<file path="config.mk">
export PLATFORM = sky130hd
export DESIGN_NAME = oram_bucket_engine
export DESIGN_NICKNAME = d
export VERILOG_FILES = /design/src/obe_pkg.sv /design/src/obe_cell.sv /design/src/oram_bucket_engine.sv
export SDC_FILE = /design/constraint.sdc
export NUM_CORES = 2
export LEC_CHECK = 0
export ABC_AREA = 1
export BUFFER_PORTS_ARGS = -buffer_cell sky130_fd_sc_hd__buf_2
export CORE_ASPECT_RATIO = 0.5
export CORE_MARGIN = 3
export CORE_UTILIZATION = 40
export DETAILED_ROUTE_END_ITERATION = 7
export GPL_TIMING_DRIVEN = 0
export PLACE_DENSITY = 0.64
export SYNTH_ARGS = -nofsm -noshare
export SYNTH_HDL_FRONTEND = slang
export SYNTH_HIERARCHICAL = 1
export SYNTH_SLANG_ARGS = --single-unit
</file>
<file path="constraint.sdc">
create_clock -name aclk -period 10.23 [get_ports aclk]
set_clock_uncertainty 0.2 [all_clocks]
set_input_delay 3.069 -clock aclk [delete_from_list [all_inputs] [get_ports aclk]]
set_output_delay 3.069 -clock aclk [all_outputs]
set_load 0.01 [all_outputs]
</file>
<file path="src/obe_pkg.sv">
// Shared constants, types and helper functions for the ORAM bucket engine.
`default_nettype none

package obe_pkg;

    localparam int SLOTS        = 4;
    localparam int LEAF_BITS    = 16;
    localparam int ID_BITS      = 32;
    localparam int PAYLOAD_BITS = 64;

    localparam int IDX_W   = (SLOTS > 1) ? $clog2(SLOTS) : 1;
    localparam int DEPTH_W = $clog2(LEAF_BITS + 1);

    typedef enum logic [1:0] {
        FN_READ_RM = 2'd0,
        FN_ADD     = 2'd1,
        FN_POP     = 2'd2,
        FN_DEEPEST = 2'd3
    } func_t;

    // Operation record that walks the row of slot cells.
    typedef struct packed {
        logic                    valid;
        logic                    en;
        func_t                   func;
        logic [ID_BITS-1:0]      key;
        logic [LEAF_BITS-1:0]    leaf;
        logic [PAYLOAD_BITS-1:0] payload;
        logic [LEAF_BITS-1:0]    path;
        logic                    hit;
        logic [ID_BITS-1:0]      rid;
        logic [LEAF_BITS-1:0]    rleaf;
        logic [PAYLOAD_BITS-1:0] rpay;
        logic [DEPTH_W-1:0]      rdepth;
        logic                    present;
        logic                    empty_found;
        logic [IDX_W-1:0]        empty_idx;
    } carry_t;

    // Leading zeros of x, LEAF_BITS when x is zero.
    function automatic logic [DEPTH_W-1:0] lead_zeros(input logic [LEAF_BITS-1:0] x);
        logic [DEPTH_W-1:0] n;
        n = DEPTH_W'(LEAF_BITS);
        for (int b = 0; b < LEAF_BITS; b++) begin
            if (x[b]) begin
                n = DEPTH_W'(LEAF_BITS - 1 - b);
            end
        end
        return n;
    endfunction

endpackage

`default_nettype wire

</file>
<file path="src/obe_cell.sv">
// One bucket slot: holds a block and updates the passing operation record.
`default_nettype none

module obe_cell (
    input  wire logic                            aclk,
    input  wire logic                            aresetn,
    input  wire logic                            adv,
    input  wire logic [obe_pkg::IDX_W-1:0]        cell_idx,
    input  wire obe_pkg::carry_t                 carry_in,
    input  wire logic                            wr_en,
    input  wire logic [obe_pkg::ID_BITS-1:0]      wr_id,
    input  wire logic [obe_pkg::LEAF_BITS-1:0]    wr_leaf,
    input  wire logic [obe_pkg::PAYLOAD_BITS-1:0] wr_payload,
    output obe_pkg::carry_t                      carry_out,
    output logic                                 slot_valid
);

    logic                            slot_valid_reg;
    logic [obe_pkg::ID_BITS-1:0]      slot_id_reg;
    logic [obe_pkg::LEAF_BITS-1:0]    slot_leaf_reg;
    logic [obe_pkg::PAYLOAD_BITS-1:0] slot_payload_reg;
    obe_pkg::carry_t                 carry_out_reg;
    obe_pkg::carry_t                 carry_next;
    logic                            kill;
    logic                            match;
    logic [obe_pkg::DEPTH_W-1:0]      depth;

    always_comb begin
        carry_next = carry_in;
        kill       = 1'b0;
        depth      = obe_pkg::lead_zeros(slot_leaf_reg ^ carry_in.path);
        match      = slot_valid_reg && (slot_id_reg == carry_in.key);
        if (carry_in.valid && carry_in.en) begin
            case (carry_in.func)
                obe_pkg::FN_READ_RM: begin
                    if (match) begin
                        carry_next.hit   = 1'b1;
                        carry_next.rid   = slot_id_reg;
                        carry_next.rleaf = slot_leaf_reg;
                        carry_next.rpay  = slot_payload_reg;
                        kill             = 1'b1;
                    end
                end
                obe_pkg::FN_ADD: begin
                    if (match) begin
                        carry_next.present = 1'b1;
                    end
                    if (!slot_valid_reg && !carry_in.empty_found) begin
                        carry_next.empty_found = 1'b1;
                        carry_next.empty_idx   = cell_idx;
                    end
                end
                obe_pkg::FN_POP: begin
                    if (slot_valid_reg && !carry_in.hit) begin
                        carry_next.hit   = 1'b1;
                        carry_next.rid   = slot_id_reg;
                        carry_next.rleaf = slot_leaf_reg;
                        carry_next.rpay  = slot_payload_reg;
                        kill             = 1'b1;
                    end
                end
                obe_pkg::FN_DEEPEST: begin
                    // ties go to the later slot
                    if (slot_valid_reg && (!carry_in.hit || depth >= carry_in.rdepth)) begin
                        carry_next.hit    = 1'b1;
                        carry_next.rdepth = depth;
                        carry_next.rid    = slot_id_reg;
                        carry_next.rleaf  = slot_leaf_reg;
                        carry_next.rpay   = slot_payload_reg;
                    end
                end
                default: begin
                end
            endcase
        end
    end

    always_ff @(posedge aclk) begin
        if (!aresetn) begin
            slot_valid_reg <= 1'b0;
        end else if (wr_en) begin
            slot_valid_reg <= 1'b1;
        end else if (adv && kill) begin
            slot_valid_reg <= 1'b0;
        end
    end

    always_ff @(posedge aclk) begin
        if (wr_en) begin
            slot_id_reg      <= wr_id;
            slot_leaf_reg    <= wr_leaf;
            slot_payload_reg <= wr_payload;
        end
    end

    always_ff @(posedge aclk) begin
        if (!aresetn) begin
            carry_out_reg.valid <= 1'b0;
        end else if (adv) begin
            carry_out_reg <= carry_next;
        end
    end

    assign carry_out  = carry_out_reg;
    assign slot_valid = slot_valid_reg;

endmodule

`default_nettype wire

</file>
<file path="src/oram_bucket_engine.sv">
// An accepted beat is registered at the head, then in each slot cell in turn; the result
// sits in an output register; a new beat is taken only once the last has left the row.
// The record walks the row one slot per cycle unless stalled, and an add commits
// its write as the record leaves; the row stalls only while the result is still held.
// Reset (aresetn low, synchronous) empties the bucket and drops any beat in flight.
`default_nettype none

module oram_bucket_engine (
    input  wire logic                            aclk,
    input  wire logic                            aresetn,
    input  wire logic                            s_valid,
    output logic                                 s_ready,
    input  wire logic [1:0]                      s_func,
    input  wire logic                            s_enable,
    input  wire logic [obe_pkg::ID_BITS-1:0]      s_key_id,
    input  wire logic [obe_pkg::LEAF_BITS-1:0]    s_new_leaf,
    input  wire logic [obe_pkg::PAYLOAD_BITS-1:0] s_new_payload,
    input  wire logic [obe_pkg::LEAF_BITS-1:0]    s_path_leaf,
    output logic                                 m_valid,
    input  wire logic                            m_ready,
    output logic                                 m_hit,
    output logic [obe_pkg::ID_BITS-1:0]           m_out_id,
    output logic [obe_pkg::LEAF_BITS-1:0]         m_out_leaf,
    output logic [obe_pkg::PAYLOAD_BITS-1:0]      m_out_payload,
    output logic [obe_pkg::DEPTH_W-1:0]           m_deepest_level,
    output logic                                 m_bucket_full,
    output logic                                 m_bucket_empty
);

    obe_pkg::carry_t                 head_reg;
    obe_pkg::carry_t                 head_next;
    obe_pkg::carry_t                 chain [obe_pkg::SLOTS+1];
    obe_pkg::carry_t                 tail;
    logic                            busy_reg;
    logic                            accept;
    logic                            adv;
    logic                            finish;
    logic                            commit;
    logic [obe_pkg::SLOTS-1:0]        valid_vec;
    logic [obe_pkg::SLOTS-1:0]        wr_vec;
    logic [obe_pkg::SLOTS-1:0]        after_vec;

    logic                            m_valid_reg;
    logic                            m_hit_reg;
    logic [obe_pkg::ID_BITS-1:0]      m_out_id_reg;
    logic [obe_pkg::LEAF_BITS-1:0]    m_out_leaf_reg;
    logic [obe_pkg::PAYLOAD_BITS-1:0] m_out_payload_reg;
    logic [obe_pkg::DEPTH_W-1:0]      m_deepest_level_reg;
    logic                            m_bucket_full_reg;
    logic                            m_bucket_empty_reg;

    assign s_ready = !busy_reg;
    assign accept  = s_valid && s_ready;

    assign tail   = chain[obe_pkg::SLOTS];
    // hold the row while the finished record cannot leave
    assign adv    = !(tail.valid && m_valid_reg && !m_ready);
    assign finish = tail.valid && adv;
    assign commit = finish && tail.en && (tail.func == obe_pkg::FN_ADD) &&
                    !tail.present && tail.empty_found;

    always_comb begin
        head_next             = '0;
        head_next.valid       = 1'b1;
        head_next.en          = s_enable;
        head_next.func        = obe_pkg::func_t'(s_func);
        head_next.key         = s_key_id;
        head_next.leaf        = s_new_leaf;
        head_next.payload     = s_new_payload;
        head_next.path        = s_path_leaf;
    end

    always_ff @(posedge aclk) begin
        if (!aresetn) begin
            head_reg.valid <= 1'b0;
        end else if (accept) begin
            head_reg <= head_next;
        end else begin
            head_reg.valid <= 1'b0;
        end
    end

    always_ff @(posedge aclk) begin
        if (!aresetn) begin
            busy_reg <= 1'b0;
        end else if (accept) begin
            busy_reg <= 1'b1;
        end else if (finish) begin
            busy_reg <= 1'b0;
        end
    end

    assign chain[0] = head_reg;

    for (genvar k = 0; k < obe_pkg::SLOTS; k++) begin : g_cell
        assign wr_vec[k] = commit && (tail.empty_idx == obe_pkg::IDX_W'(k));

        obe_cell u_cell (
            .aclk       (aclk),
            .aresetn    (aresetn),
            .adv        (adv),
            .cell_idx   (obe_pkg::IDX_W'(k)),
            .carry_in   (chain[k]),
            .wr_en      (wr_vec[k]),
            .wr_id      (tail.key),
            .wr_leaf    (tail.leaf),
            .wr_payload (tail.payload),
            .carry_out  (chain[k+1]),
            .slot_valid (valid_vec[k])
        );
    end

    assign after_vec = valid_vec | wr_vec;

    always_ff @(posedge aclk) begin
        if (!aresetn) begin
            m_valid_reg <= 1'b0;
        end else if (finish) begin
            m_valid_reg <= 1'b1;
        end else if (m_ready) begin
            m_valid_reg <= 1'b0;
        end
    end

    always_ff @(posedge aclk) begin
        if (finish) begin
            m_hit_reg           <= tail.hit;
            m_out_id_reg        <= tail.rid;
            m_out_leaf_reg      <= tail.rleaf;
            m_out_payload_reg   <= tail.rpay;
            m_deepest_level_reg <= tail.rdepth;
            m_bucket_full_reg   <= &after_vec;
            m_bucket_empty_reg  <= ~|after_vec;
        end
    end

    assign m_valid         = m_valid_reg;
    assign m_hit           = m_hit_reg;
    assign m_out_id        = m_out_id_reg;
    assign m_out_leaf      = m_out_leaf_reg;
    assign m_out_payload   = m_out_payload_reg;
    assign m_deepest_level = m_deepest_level_reg;
    assign m_bucket_full   = m_bucket_full_reg;
    assign m_bucket_empty  = m_bucket_empty_reg;

endmodule

`default_nettype wire

</file>
======== After elaboration in Yosys (flattened, before gate mapping) ========
Index checks and enable logic that the tools add are counted.
operators by class
  $lt $le $gt $ge ......................... 3
  equal/unequal tests ..................... 20
  multiplexer cells ....................... 125
  bitwise logic cells ..................... 6
  reduce and logical (&&, ||, !) cells .... 67
operators by type and width
  operator                                                          count
  113-bit one-hot mux with 3 select lines                           4
  113-bit 2-to-1 mux                                                8
  118-bit 2-to-1 mux                                                4
  122-bit 2-to-1 mux                                                3
  5-bit 2-to-1 mux                                                  67
  32-bit == test                                                    4
  16-bit XOR                                                        4
  1-bit logical AND                                                 33
  1-bit 2-to-1 mux                                                  28
  2-bit == test (second input constant)                             10
  5-bit greater-or-equal comparator                                 3
  1-bit logical NOT                                                 14
  2-bit by 1-bit == test with 1-bit output (second input constant)  6
  3-bit 2-to-1 mux                                                  4
  4-bit 2-to-1 mux                                                  3
  2-bit nonzero test                                                6
  2-bit logical NOT                                                 5
  1-bit one-hot mux with 2 select lines                             4
  2-bit AND reduction                                               3
  4-bit bitwise OR                                                  1
  4-bit AND reduction                                               1
  4-bit OR reduction                                                1
  1-bit logical OR                                                  3
  3-bit AND reduction                                               1
  1-bit NOT                                                         1
word-level totals
  register bits ........................... 1,706
  bits of input ports ..................... 135
  word-level logic and storage cells ...... 312

======== Longest topological paths before layout ========
  word-level depth ........................ 23
  gate-level depth with buffers ........... 32
  mapped depth without buffers ............ 30

======== By module ========
The synthesis kept the hierarchy.
by module, submodules not included
  module              instances  cells an instance  area an instance (um^2)  seq. area each (um^2)
  obe_cell            4          1,765              17,277.8                 11,000.6
  oram_bucket_engine  1          304                7,816.2                  7,597.3

======== Worst setup path after synthesis ========
OpenSTA, ideal clock, no wires.
  kind .................................... input-to-reg
  start point ............................. input port s_valid
  end point ............................... register head_reg, in the netlist chain[1138], enable pin
  data arrival time ....................... 8.591 ns
  setup slack ............................. 0.817 ns
  stages .................................. 2
  buffers on the path ..................... 0
  cell sequence ........................... nand2_1 -> nor2_1
between the ends
  word-level cells in the longest chain between the ends .. 2
ends and longest elaborated chain
  element                               RTL line                  RTL
  start: declaration                    oram_bucket_engine.sv:11  input wire logic s_valid,
  1-bit logical AND                     oram_bucket_engine.sv:53  assign accept = s_valid && s_ready;
  2-bit AND reduction (no source line)  n/a
  end signal: assignment                oram_bucket_engine.sv:77  head_reg <= head_next;
  end: declaration                      oram_bucket_engine.sv:30  obe_pkg::carry_t head_reg;
Every way passes these cells.
A chain may end at the register's enable or synchronous reset.

==> flow_summary_export.csv <==
group,metric,value,unit
worst_setup_path,end_kind,"flop",
clocking,cts_tree,"done",
timing,setup_viol,0,
clocking,htree_num_levels,4,
timing,slew_violations,33,
worst_setup_path,cp.arrival,6.59,ns
layout,area_growth,15.09,%
floorplanning,rows,112,
clocking,ctsResizeCount,0,
routing,dr.pass1.iters,6,
run,drv_cap,3,
run_status,violations,"capacitance limit, slew limit",
routing,drc,0,
power,netSwitchingFraction,22.02,%
clocking,ctsRootBufferMaster,"clkbuf_16",
routing,ant_nets,0,
grt,grt_pass1_wl,344.4,mm
layout,fillers,17100,
power,power.share.sequential,53.7,%
worst_setup_path,reg2reg_slack,4.12,ns
timing,hold_viol,0,
routing,detail_route.wirelength,239.0,mm
routing,vias_per_cell,5.257,
timing,period_minus_slack,6.113,ns
timing,final.setup.tns,0,ns
logic_synthesis,postSynthCellCount,7348,
power,p_leak,0.03331,uW
floorplanning,dieHeight,315.1,um
layout,layout.nets,8198,
floorplanning,dieArea,0.1967,mm^2
power,power_density,173.1,mW/mm^2
worst_setup_path,crit_fanout,10,
floorplanning,io_pins,257,
logic_synthesis,ys.warnings.count,6,
clocking,cts_buffers,166,
layout,layout.cells.most_common_list,"nand2_1 (2116), edfxtp_1 (1695), o21ai_0 (788)",
worst_setup_path,r2r_end,"g_cell[2].u_cell/carry_out[68]",
clocking,cts_buffer_depth,4,
grt,grt_usage,23.82,%
clocking,cts.sinks,1706,
power,power_frac_comb,4.8,%
clocking,clk_latency,0.84,ns
power,clkPwrFrac,41.5,%
worst_setup_path,required,10.71,ns
grt,grt_antenna_before_repair,32,
placed_design,place.gp.congestion,0.9720,
floorplanning,initial_core_util,40.62,%
power,power.switching,3355,uW
timing,post-route-period-util,59.75,%
layout,final_common_cell,"nand2_1",
clocking,clk_pin_slew_worst_paths,0.07,ns
worst_setup_path,endpoint,"g_cell[2].u_cell/carry_out[68]",
worst_setup_path,rr_worst_depth,15,
timing,grt_setup_unrepaired,"no",
worst_setup_path,cp-startpoint,"g_cell[2].u_cell/slot_leaf_reg[7]",
power,p_int,11880,uW
placed_design,dp_cells,10380,
timing,tightest_slew,1.584,ns
grt,first_global_vias,51730,
timing,slew_headroom,-5.882,%
layout,final_util,46.75,%
grt,grt_max_degree,120,
worst_setup_path,path_class,"reg -> reg",
routing,drt_first_iter_violations,7519,
logic_synthesis,synth_area,0.07645,mm^2
hold_path,hp-class,"reg -> reg",
routing,vias,56130,
floorplanning,core-area,0.1882,mm^2
logic_synthesis,avgSynthCellArea,10.40,um^2
placed_design,post-dp-hpwl,174.6,mm
placed_design,io_buffers,256,
clocking,cts_setup_buffers,0,
run_status,outcome,"finished, violations left",
power,ir_drop,119.1,uV
layout,layout-drive-gt1-share,8.860,%
timing,fmax,163.6,MHz
floorplanning,dieWidth,624.3,um
worst_setup_path,worst_setup_path_start_kind,"flop",
layout,largest_reg_flops,1000,
worst_setup_path,reg2reg_from,"g_cell[2].u_cell/slot_leaf_reg[7]",
routing,routedWlPerCell,22.38,um
clocking,ctsHoldBuffers,0,
layout,layout.cells.non_filler,10680,
timing,hold_ws,0.1859,ns
grt,gr-total-overflow,0,
## area by class of cell
type                       instances  area [um^2]  share of cell area [%]
sequential                      1706        51120                   58.10
multi-input combinational       4812        21850                   24.84
buffer                           376         1797                   2.042
clock inverter                    86         1064                   1.209
timing repair buffer             283         1919                   2.181
clock buffer                     199         4403                   5.004
inverter                         698         2670                   3.035
antenna                            8        20.02                 0.02275
tap                             2508         3138                   3.567
## per-stage QoR
step / setup WS (ns) / area (um^2) / total power [uW]
after detailed placement: 4.115 / 82460 / 9041
after global routing: 4.045 / 87970 / 15730
after CTS: 4.450 / 87920 / 15320
after global placement: -4.342 / 81780 / 9079
after floorplan: 0.8166 / 77360 / 8728
final: 4.117 / 87980 / 15230
## metal layers
layer | share of wire, % | up-vias | global-route usage (%)
met5 | 0 | - | 0
met4 | 3.0 | 0 | 7.254
met3 | 11 | 381 | 6.159
met2 | 43 | 2808 | 35.96
met1 | 42 | 26620 | 33.72
li1 | - | 26320 | -
## critical path, cell delays in order (launching register included)
cell	delay (ns)
edfxtp_1	0.59
xnor2_1	0.38
nand2_1	0.15
o31ai_1	0.27
nand2_1	0.07
inv_1	0.10
ha_1	0.27
a21oi_1	0.18
o21a_1	0.13
o2111ai_1	0.46
nand2_1	0.51
inv_1	0.23
o211ai_2	1.24
clkbuf_1	0.94
nand2_1	0.12
nand2_1	0.11
## power groups by stage
| stage | clock network [uW] | registers, uW | logic [uW] |
|---|---|---|---|
| global placement | 0 | 8400 | 675 |
| finish | 6320 | 8190 | 725 |
| detailed placement | 0 | 8330 | 708 |
| floorplan | 0 | 8260 | 465 |
| CTS | 6430 | 8180 | 711 |
| global route | 6720 | 8210 | 810 |
## worst min path at each step
stage,startpoint,endpoint,cells after the start
2_1_floorplan,chain[1154],g_cell[0].u_cell/carry_out[138],0
3_3_place_gp,g_cell[2].u_cell/carry_out[186],g_cell[3].u_cell/carry_out[186],0
3_5_place_dp,chain[1165],g_cell[0].u_cell/carry_out[149],0
4_1_cts,chain[1188],g_cell[0].u_cell/carry_out[172],0
5_1_grt,chain[1166],g_cell[0].u_cell/carry_out[150],0
6_report,chain[1169],g_cell[0].u_cell/carry_out[153],0
(Power assumes the default switching activity.)
